**config.mk**
```make
export PLATFORM = sky130hd
export DESIGN_NAME = hw2d_ctrl
export DESIGN_NICKNAME = d
export VERILOG_FILES = /design/src/rtl/core/haar_wavelet_2d_multilevel_unit_macros.svh /design/src/rtl/core/hw2d_pkg.sv /design/src/rtl/core/hw2d_ctrl.sv
export SDC_FILE = /design/constraint.sdc
export NUM_CORES = 1
export LEC_CHECK = 0
export BUFFER_PORTS_ARGS = -buffer_cell sky130_fd_sc_hd__buf_2
export CAP_MARGIN = 20
export CORE_AREA = 5 5 42 44
export CTS_BUF_LIST = sky130_fd_sc_hd__clkbuf_4 sky130_fd_sc_hd__clkbuf_8 sky130_fd_sc_hd__clkbuf_16
export DETAILED_ROUTE_END_ITERATION = 10
export DIE_AREA = 0 0 47 49
export HOLD_SLACK_MARGIN = 0.1
export SYNTH_ARGS = -nofsm -noshare
export SYNTH_HDL_FRONTEND = slang
export SYNTH_SLANG_ARGS = --single-unit
```
**constraint.sdc**
```tcl
create_clock -name aclk -period 1.6 [get_ports aclk]
set_input_delay 0.16 -clock aclk [delete_from_list [all_inputs] [get_ports aclk]]
set_output_delay 0.16 -clock aclk [all_outputs]
set_load 0.05 [all_outputs]
```
**src/rtl/core/haar_wavelet_2d_multilevel_unit_macros.svh**
```systemverilog
`ifndef HAAR_WAVELET_2D_MULTILEVEL_UNIT_MACROS_SVH
`define HAAR_WAVELET_2D_MULTILEVEL_UNIT_MACROS_SVH

// Same-cycle implication, clocked on aclk, off while in reset.
`define HW2D_ASSERT_NOW(label, pre, post) \
    label: assert property (@(posedge aclk) disable iff (!aresetn) (pre) |-> (post)) \
        else $error("hw2d assertion failed");

// Next-cycle implication, clocked on aclk, off while in reset.
`define HW2D_ASSERT_NEXT(label, pre, post) \
    label: assert property (@(posedge aclk) disable iff (!aresetn) (pre) |=> (post)) \
        else $error("hw2d assertion failed");

`endif

```
**src/rtl/core/hw2d_pkg.sv**
```systemverilog
package hw2d_pkg;

    localparam int SIDE_LOG2  = 8;
    localparam int IMAGE_SIDE = 1 << SIDE_LOG2;
    localparam int AREA       = IMAGE_SIDE * IMAGE_SIDE;
    localparam int MEM_AW     = 2 * SIDE_LOG2;
    localparam int PIX_W      = 8;
    localparam int PADDR_W    = 16;
    localparam int LVL_W      = 4;
    localparam int APB_AW     = 3;
    localparam int APB_DW     = 32;

    localparam logic [SIDE_LOG2-1:0] SIDE_HALF  = SIDE_LOG2'(IMAGE_SIDE / 2);
    localparam logic [SIDE_LOG2-1:0] SIDE_LAST  = SIDE_LOG2'(IMAGE_SIDE - 1);
    localparam logic [LVL_W-1:0]     LVL_LIMIT  = LVL_W'(SIDE_LOG2);
    localparam logic [LVL_W-1:0]     LVL_RESET  = LVL_W'(1);

    localparam logic [1:0] ACT_LOAD = 2'd0;
    localparam logic [1:0] ACT_RUN  = 2'd1;
    localparam logic [1:0] ACT_READ = 2'd2;

    localparam logic REG_LEVEL_COUNT = 1'b0;

    typedef struct packed {
        logic [1:0]         action;
        logic [PADDR_W-1:0] pixel_address;
        logic [PIX_W-1:0]   pixel_value;
    } in_item_t;

    typedef struct packed {
        logic [PIX_W-1:0] read_value;
        logic             run_done;
    } out_item_t;

    typedef enum logic [1:0] {
        OUT_ZERO,
        OUT_READ,
        OUT_DONE
    } out_sel_t;

    typedef enum logic [2:0] {
        ST_IDLE,
        ST_READ,
        ST_LEVEL,
        ST_RD_A,
        ST_RD_B,
        ST_WR_LO,
        ST_WR_HI
    } state_t;

    typedef struct packed {
        logic     host_sel;
        logic     host_load;
        logic     host_read;
        logic     run_init;
        logic     rd_b;
        logic     cap_a;
        logic     cap_b;
        logic     wr_low;
        logic     wr_high;
        logic     step;
        logic     out_load;
        out_sel_t out_sel;
    } dp_cmd_t;

    typedef struct packed {
        logic out_busy;
        logic pass_end;
        logic pass_col;
        logic levels_done;
    } dp_status_t;

    function automatic logic [PIX_W-1:0] low_of(input logic [PIX_W-1:0] a,
                                                 input logic [PIX_W-1:0] b);
        logic [PIX_W:0] sum;
        sum = {1'b0, a} + {1'b0, b} + (PIX_W+1)'(1);
        return sum[PIX_W:1];
    endfunction

    // 128 + (a-b)/2 rounded half away from zero, clipped at 255
    function automatic logic [PIX_W-1:0] high_of(input logic [PIX_W-1:0] a,
                                                  input logic [PIX_W-1:0] b);
        logic [PIX_W:0]   d;
        logic [PIX_W+1:0] r;
        if (a >= b) begin
            d = {1'b0, a} - {1'b0, b} + (PIX_W+1)'(1);
            r = (PIX_W+2)'(128) + {2'b00, d[PIX_W:1]};
        end else begin
            d = {1'b0, b} - {1'b0, a} + (PIX_W+1)'(1);
            r = (PIX_W+2)'(128) - {2'b00, d[PIX_W:1]};
        end
        if (r > (PIX_W+2)'(255)) begin
            r = (PIX_W+2)'(255);
        end
        return r[PIX_W-1:0];
    endfunction

endpackage

```
**src/rtl/core/hw2d_ctrl.sv**
```systemverilog
module hw2d_ctrl
    import hw2d_pkg::*;
(
    input  logic       aclk,
    input  logic       aresetn,
    input  logic       s_valid,
    input  logic [1:0] action,
    output logic       s_ready,
    input  dp_status_t status,
    output dp_cmd_t    cmd
);

    state_t state_reg;
    state_t state_next;
    logic   accept;

    always_ff @(posedge aclk) begin
        if (!aresetn) begin
            state_reg <= ST_IDLE;
        end else begin
            state_reg <= state_next;
        end
    end

    assign s_ready = (state_reg == ST_IDLE) && !status.out_busy;
    assign accept  = s_valid && s_ready;

    always_comb begin
        state_next = state_reg;
        cmd        = '0;
        cmd.out_sel = OUT_ZERO;
        case (state_reg)
            ST_IDLE: begin
                cmd.host_sel = 1'b1;
                if (accept) begin
                    case (action)
                        ACT_LOAD: begin
                            cmd.host_load = 1'b1;
                            cmd.out_load  = 1'b1;
                        end
                        ACT_RUN: begin
                            cmd.run_init = 1'b1;
                            state_next   = ST_LEVEL;
                        end
                        ACT_READ: begin
                            cmd.host_read = 1'b1;
                            state_next    = ST_READ;
                        end
                        default: begin
                            cmd.out_load = 1'b1;
                        end
                    endcase
                end
            end
            ST_READ: begin
                cmd.out_load = 1'b1;
                cmd.out_sel  = OUT_READ;
                state_next   = ST_IDLE;
            end
            ST_LEVEL: begin
                if (status.levels_done) begin
                    cmd.out_load = 1'b1;
                    cmd.out_sel  = OUT_DONE;
                    state_next   = ST_IDLE;
                end else begin
                    state_next = ST_RD_A;
                end
            end
            ST_RD_A: begin
                state_next = ST_RD_B;
            end
            ST_RD_B: begin
                cmd.rd_b   = 1'b1;
                cmd.cap_a  = 1'b1;
                state_next = ST_WR_LO;
            end
            ST_WR_LO: begin
                cmd.cap_b  = 1'b1;
                cmd.wr_low = 1'b1;
                state_next = ST_WR_HI;
            end
            ST_WR_HI: begin
                cmd.wr_high = 1'b1;
                cmd.step    = 1'b1;
                if (status.pass_end && status.pass_col) begin
                    state_next = ST_LEVEL;
                end else begin
                    state_next = ST_RD_A;
                end
            end
            default: begin
                state_next = ST_IDLE;
            end
        endcase
    end

endmodule

```
### Word-level counts from Yosys, hierarchy flattened

Cells that the tools add are included.

| word-level totals | value |
|---|---|
| output and inout port bits | 14 |
| register bits after elaboration | 3 |
| word-level logic and storage cells | 37 |
| bits of input ports | 9 |

| operators by class | value |
|---|---|
| multiplexer cells | 18 |
| eq/ne operators | 10 |
| reductions and logical operators | 8 |

Operator list:

| operator | number |
|---|---|
| 3-bit case mux with 6 select lines | 1 |
| 3-bit == test (second input constant) | 3 |
| 3-bit two-way mux | 3 |
| 2-bit two-way mux | 4 |
| 3-bit by 2-bit == test with 1-bit output (second input constant) | 2 |
| 1-bit two-way mux | 6 |
| 3-bit case mux with 2 select lines | 1 |
| 4-bit two-way mux | 1 |
| 2-bit case mux with 2 select lines | 1 |
| 3-bit by 1-bit == test with 1-bit output (second input constant) | 1 |
| 1-bit logical AND | 3 |
| 3-bit logical NOT | 1 |
| 3-bit by 1-bit inequality test with 1-bit output (second input constant) | 1 |
| 1-bit case mux with 3 select lines | 1 |
| 2-bit by 1-bit == test with 1-bit output (second input constant) | 1 |
| 2-bit == test (second input constant) | 1 |
| 2-bit logical NOT | 1 |
| 2-bit inequality test (second input constant) | 1 |
| 2-bit AND reduction | 1 |
| 2-bit OR reduction | 1 |
| 1-bit logical NOT | 1 |

### Depth between registers and ports, before layout

Gate-level depths: netlist (run 1).

| logic depth | value |
|---|---|
| depth in word-level cells | 5 |
| mapped depth | 5 |

### Worst setup path before layout (run 1)

Ideal clock, no wire load.

| timing | value |
|---|---|
| path kind | register to output |
| start point | reg state_reg[2] |
| end point | out cmd[8] (netlist name) |
| required time | 1.440 ns |
| path buffers | 2 |
| cell stages (with the launch flop) | 5 |
| slack | -0.604 ns |
| data arrival time | 2.044 ns |
| cell sequence | dfxtp_1 -> buf_2 -> inv_1 -> nor3_1 -> buf_4 |

RTL lines:

| what | line | RTL |
|---|---|---|
| start, declared | hw2d_ctrl.sv:13 | `state_t state_reg;` |
| start signal, assigned | hw2d_ctrl.sv:21 | `state_reg <= state_next;` |
| end, declared | hw2d_ctrl.sv:10 | `output dp_cmd_t cmd` |

==> results of run 1 <==
layout make-up:
type,count,area [sq um],share of cell area (%)
multi-input combinational,33,256,43.7
sequential,3,61.3,10.4
clock buffer,4,30.0,5.12
inverter,8,37.5,6.40
tap,16,20.0,3.41
timing repair buffer,26,181,30.9
through the flow:
step	setup WS (ns)	std cells	setup TNS, ns	hold WS [ns]
2_1_floorplan	-0.151	49	-0.219	0.282
3_3_place_gp	0.0706	85	0	0.403
3_5_place_dp	0.0472	85	0	0.402
4_1_cts	-0.0858	90	-0.264	0.155
5_1_grt	-0.117	90	-0.398	0.186
6_report	-0.0746	90	-0.215	0.167
final timing paths:
check                           slack (ns)           end  depth (start not counted)
worst max-delay path                 -0.07        cmd[2]                          5
worst min-delay path                  0.17  state_reg[2]                          2
worst max register to register        0.37  state_reg[0]                          4
worst min register to register        0.61  state_reg[0]                          2
routing by layer:
metal / global-route usage [%] / part of all wire, % / vias to the layer above
met1: 11.8 / 42 / 199
met4: 5.53 / 0 / 0
met3: 2.21 / 8.3 / 0
met5: 0 / 0 / -
li1: - / - / 213
met2: 14.0 / 49 / 17
worst max-delay path, delay by kind of cell, from the launching register on:
kind	cells	cell delay [ns]
and+or+nand+nor	2	0.55
DFF	1	0.31
buffers and inverters	2	0.23
AOI/OAI and AO/OA	1	0.19
where the power goes:
part | switching [mW] | leakage [nW] | internal, mW | total [mW]
clock | 0.0372 | 0.0184 | 0.110 | 0.147
sequential | 0.00113 | 0.0248 | 0.0777 | 0.0788
combinational | 0.0803 | 0.261 | 0.0541 | 0.134
synthesized netlist by cell type, types with 2 or more instances:
cell     number  share of area (%)
a31oi_1       2                3.6
and2_1        4                7.3
and3_1        2                3.6
and4_1        2                5.1
buf_2         2                2.9
buf_4         3                6.5
dfxtp_1       3                 17
ha_1          3                 11
inv_1         7                7.6
nand2_1       2                2.2
nand3_1       2                2.9
nor2_1        4                4.4
o21ai_0       2                2.9
cells by family after synthesis:
family,count (synthesis)
fa+ha+maj,3
simple gates,22
compound gates,8
buf+inv,13
flops,3
repair_timing:
item,4_1_cts,5_1_grt
gates resized for setup,9,9
setup endpoints to repair,4,6
pin swaps,3,3
endpoints found under the hold margin,0,0
setup buffers,1,0
==> run summary, run 1 <==
status -> finished with violations
violated checks -> negative setup slack
ys async rst share -> 0%
first-pass GRT wire length -> 1.61 mm
CP arrival -> 1.51 ns
XOR/XNOR Fraction of Synth Area -> 0%
Primary FF master, synth -> dfxtp_1
Reg clk slew, reported paths -> 0.04 ns
Worst Setup SP -> state_reg[1]
Avg Cell Area, Syn -> 7.02 sq um
vias -> 429
Initial Util -> 24.6%
Final nets -> 87
VDD IR-drop max -> 0.000292 V
Worst Setup Slack, final -> -0.0746 ns
Layout area overhead -> 70.5%
endpoints failing hold -> 0
Final HPWL DP -> 758 um
placed standard-cell area -> 498 sq um
num rows -> 14
Worst Tran Pin Value -> 0.308 ns
total power -> 361 uW
worst-skew pair later-pin latency -> 0.23 ns
main combinational cell family by area after synthesis -> simple AND/OR/NAND/NOR gates
routability cong. -> 0.804
io pins -> 23
H-tree Lvls -> 1
fraction of layout cells with a size suffix above 1 -> 54.1%
Antenna Nets Post-Route -> 0
CTS Buffer Depth -> 2
CP required -> 1.44 ns
initial antenna violation count -> 0
final WL -> 976 um
Max Clk Rate -> 597 MHz
Final Instance Area -> 587 sq um
Hold-fix buffers, CTS -> 0
pwr dens -> 615 nW/um^2
router iterations before antenna repair -> 4
#FFs+latches synth -> 3
routed vias/inst -> 4.77
leakage power -> 0.304 nW
clock sink count -> 3
Yosys cell types -> 24
core area -> 1400 sq um
CTS root buf -> clkbuf_4
commonest cells after routing, fill and taps aside -> buf_2, inv_1, clkbuf_4, buf_4
mux contribution to synthesized area -> 0%
Post-synth EDFFs -> 0
chip width -> 47 um
DR iter-0 viols -> 14
drt wl/cell -> 10.8 um
slew margin rel. -> 79.2%
Synth Area in Compound Gates -> 15.6%
largest net degree at the start of global routing -> 13
startpoint types -> flip-flop
crit path time final -> 1.67 ns
Mapped Area -> 344 sq um
ant diodes -> 0
Worst R2R Start -> state_reg[1]
highest-delay cell along the critical path -> or3_4
min-delay src -> aresetn
IO Port Bufs -> 22
most common cell after layout, fill and taps aside -> buf_2
Synth Area in Adders -> 10.9%
Final Util -> 41.9%
element type at the critical path end -> primary output
cell count after synthesis -> 49
Yosys warning total -> 0
RSZ-0062 raised after global routing -> true
final period utilization -> 105%
vias in the first global route -> 377
crit path kind -> flip-flop to primary output
CTS tree -> yes
sequential-to-total area share from yosys stat -> 17.5%
max reg flops -> 3
HP Class -> input pin to flip-flop
Slew Viols, Final -> 0
Synth Area in Simple Gates -> 37.8%
Max FO, Critical Path -> 3
number of setup violations in the final report -> 4
CTS Buf Count -> 3
critical-path cell list -> or3_4 -> inv_8 -> nand4_1 -> a31oi_4 -> buf_6
max-cap violations -> 0
Post-route DRC -> 0
total track usage -> 9.43%
syn_nets -> 61
Die Ht -> 49 um
Crit path largest cell delay -> 0.42 ns
Setup Skew -> 0.000702 ns
die area -> 2300 sq um
grt total ovfl -> 0
# fillers -> 160
Note: power is estimated with default switching activity, not from simulation.
==> inputs of run 2 (changes only) <==
--- a/config.mk
+++ b/config.mk
@@ -5,13 +5,17 @@
 export SDC_FILE = /design/constraint.sdc
 export NUM_CORES = 1
 export LEC_CHECK = 0
+export ABC_AREA = 1
 export BUFFER_PORTS_ARGS = -buffer_cell sky130_fd_sc_hd__buf_2
 export CAP_MARGIN = 20
-export CORE_AREA = 5 5 42 44
+export CELL_PAD_IN_SITES_DETAIL_PLACEMENT = 1
+export CELL_PAD_IN_SITES_GLOBAL_PLACEMENT = 2
+export CORE_MARGIN = 5
+export CORE_UTILIZATION = 19
 export CTS_BUF_LIST = sky130_fd_sc_hd__clkbuf_4 sky130_fd_sc_hd__clkbuf_8 sky130_fd_sc_hd__clkbuf_16
 export DETAILED_ROUTE_END_ITERATION = 10
-export DIE_AREA = 0 0 47 49
 export HOLD_SLACK_MARGIN = 0.1
+export PLACE_DENSITY_LB_ADDON = 0.1
 export SYNTH_ARGS = -nofsm -noshare
 export SYNTH_HDL_FRONTEND = slang
 export SYNTH_SLANG_ARGS = --single-unit
==> run summary, run 2 <==
status -> completed
core area -> 1960 sq um
commonest cells after routing, fill and taps aside -> buf_2, inv_1, nand2_1
Worst R2R Start -> state_reg[1]
max-cap violations -> 0
Yosys cell types -> 20
cell count after synthesis -> 59
most frequent cells after synthesis -> inv_1, nand2_1, nor2_1
CTS Buffer Depth -> 2
CTS root buf -> clkbuf_4
worst r2r path cells -> 7
VDD IR-drop max -> 0.000158 V
H-tree Lvls -> 1
startpoint types -> flip-flop
worst-skew pair later-pin latency -> 0.23 ns
RSZ-0062 raised after global routing -> false
largest net degree at the start of global routing -> 8
vias -> 431
chip width -> 55.3 um
Slew Viols, Final -> 0
post-synth top area share -> 15.4%
crit path kind -> flip-flop to primary output
router iterations before antenna repair -> 4
max reg flops -> 3
final period utilization -> 93.1%
flop2flop setup slack -> 0.51 ns
IO Port Bufs -> 22
Yosys top cell by area -> dfxtp_1
num rows -> 16
capturing point of the worst reg2reg path -> state_reg[0]
Die Ht -> 55.3 um
slew margin rel. -> 83.1%
Primary FF master, synth -> dfxtp_1
most common cell after layout, fill and taps aside -> buf_2
fraction of layout cells with a size suffix above 1 -> 54.1%
Final nets -> 98
routability cong. -> 0.621
routed vias/inst -> 3.85
crit path time final -> 1.49 ns
Hold-fix buffers, CTS -> 0
Post-synth EDFFs -> 0
vias in the first global route -> 471
#FFs+latches synth -> 3
Yosys warning total -> 0
total track usage -> 7.37%
CP required -> 1.44 ns
Worst Setup SP -> state_reg[2]
Fin Hold WS -> 0.182 ns
most numerous cell in the Yosys netlist -> inv_1
ant diodes -> 0
syn_nets -> 71
leakage power -> 0.343 nW
Worst Tran Pin Value -> 0.255 ns
CTS Buf Count -> 3
io pins -> 23
DR iter-0 viols -> 5
Antenna Nets Post-Route -> 0
Final Instance Area -> 603 sq um
CP arrival -> 1.33 ns
initial antenna violation count -> 0
element type at the critical path end -> primary output
Max FO, Critical Path -> 7
first-pass GRT wire length -> 1.85 mm
Mapped Area -> 390 sq um
Hold EP -> state_reg[0]
Layout area overhead -> 54.5%
Reg clk slew, reported paths -> 0.04 ns
HP Class -> input pin to flip-flop
Hold Path Stages -> 3
pwr dens -> 572 nW/um^2
Post-route DRC -> 0
Avg Cell Area, Syn -> 6.62 sq um
placed standard-cell area -> 543 sq um
final WL -> 1.10 mm
Initial Util -> 19.9%
die area -> 3060 sq um
number of setup violations in the final report -> 0
Max Clk Rate -> 671 MHz
endpoints failing hold -> 0
drt wl/cell -> 9.78 um
ys async rst share -> 0%
Setup Skew -> 0.000909 ns
min-delay src -> aresetn
Synth area leaders -> dfxtp_1, inv_1, ha_1, nor2_4, nand2_1
clock sink count -> 3
sequential-to-total area share from yosys stat -> 15.4%
Final HPWL DP -> 931 um
grt total ovfl -> 0
CTS tree -> yes
[run 2: changes by cell type after synthesis, moves of 3 or more]
cell     before  now
and2_1        4    0
inv_1         7   12
nand2_1       2    8
nand3_1       2    5
nor2_4        0    3
[run 2: power by group]
group          switching, mW  internal [mW]
clock network         0.0421          0.111
logic                 0.0725         0.0408
registers            0.00217         0.0766
total                  0.117          0.228
[run 2: timing repair]
action,4_1_cts,5_1_grt
pin swaps,0,1
buffers inserted,0,1
setup endpoints to repair,4,4
resized for setup,4,4
[run 2: final cells by class]
cell class	count	area [sq um]
clock buffers	4	30.0
well taps	27	33.8
inverters	13	48.8
multi-input cells	39	268
flip-flops and latches	3	61.3
fillers	273	1360
repair buffers	26	161
[run 2: how the worst max path moves through the flow]
stage,to,slack (ns)
after floorplan,cmd[10],-0.11
after global placement,cmd[2],0.21
after detailed placement,cmd[2],0.19
after CTS,cmd[2],0.008
after global routing,cmd[2],0.0003
final,cmd[2],0.11
[run 2: kinds of logic after synthesis]
| kind of cell | synth area share [%] |
|---|---|
| buffers and inverters | 21.2 |
| DFF | 15.4 |
| adders and majority gates | 9.62 |
| and+or+nand+nor | 42.9 |
| AOI/OAI and AO/OA | 10.9 |
[run 2: critical path, stage by stage, from the launching register on]
cell and delay [ns]:
dfxtp_2 0.36, nor2_4 0.17, nand2_4 0.07, nor2_4 0.09, nand2_2 0.11, o21bai_4 0.13
buf_6 0.17
[run 2: per-stage QoR]
step / worst slack, ns / util, % / std cells / power [mW] / TNS [ns]
2_1_floorplan: -0.110 / - / 59 / 0.158 / -0.395
3_3_place_gp: 0.207 / 27.7 / 107 / 0.190 / 0
3_5_place_dp: 0.195 / 27.7 / 107 / 0.189 / 0
4_1_cts: 0.00795 / 29.7 / 111 / 0.347 / 0
5_1_grt: 0.000317 / 30.7 / 112 / 0.369 / 0
6_report: 0.110 / 30.7 / 112 / 0.345 / 0
[run 2: routing by layer]
metal	GRT usage (%)	share of wire, %
met1	7.73	42
met4	5.56	1.9
met3	2.10	6.3
met5	0	0
met2	12.3	49
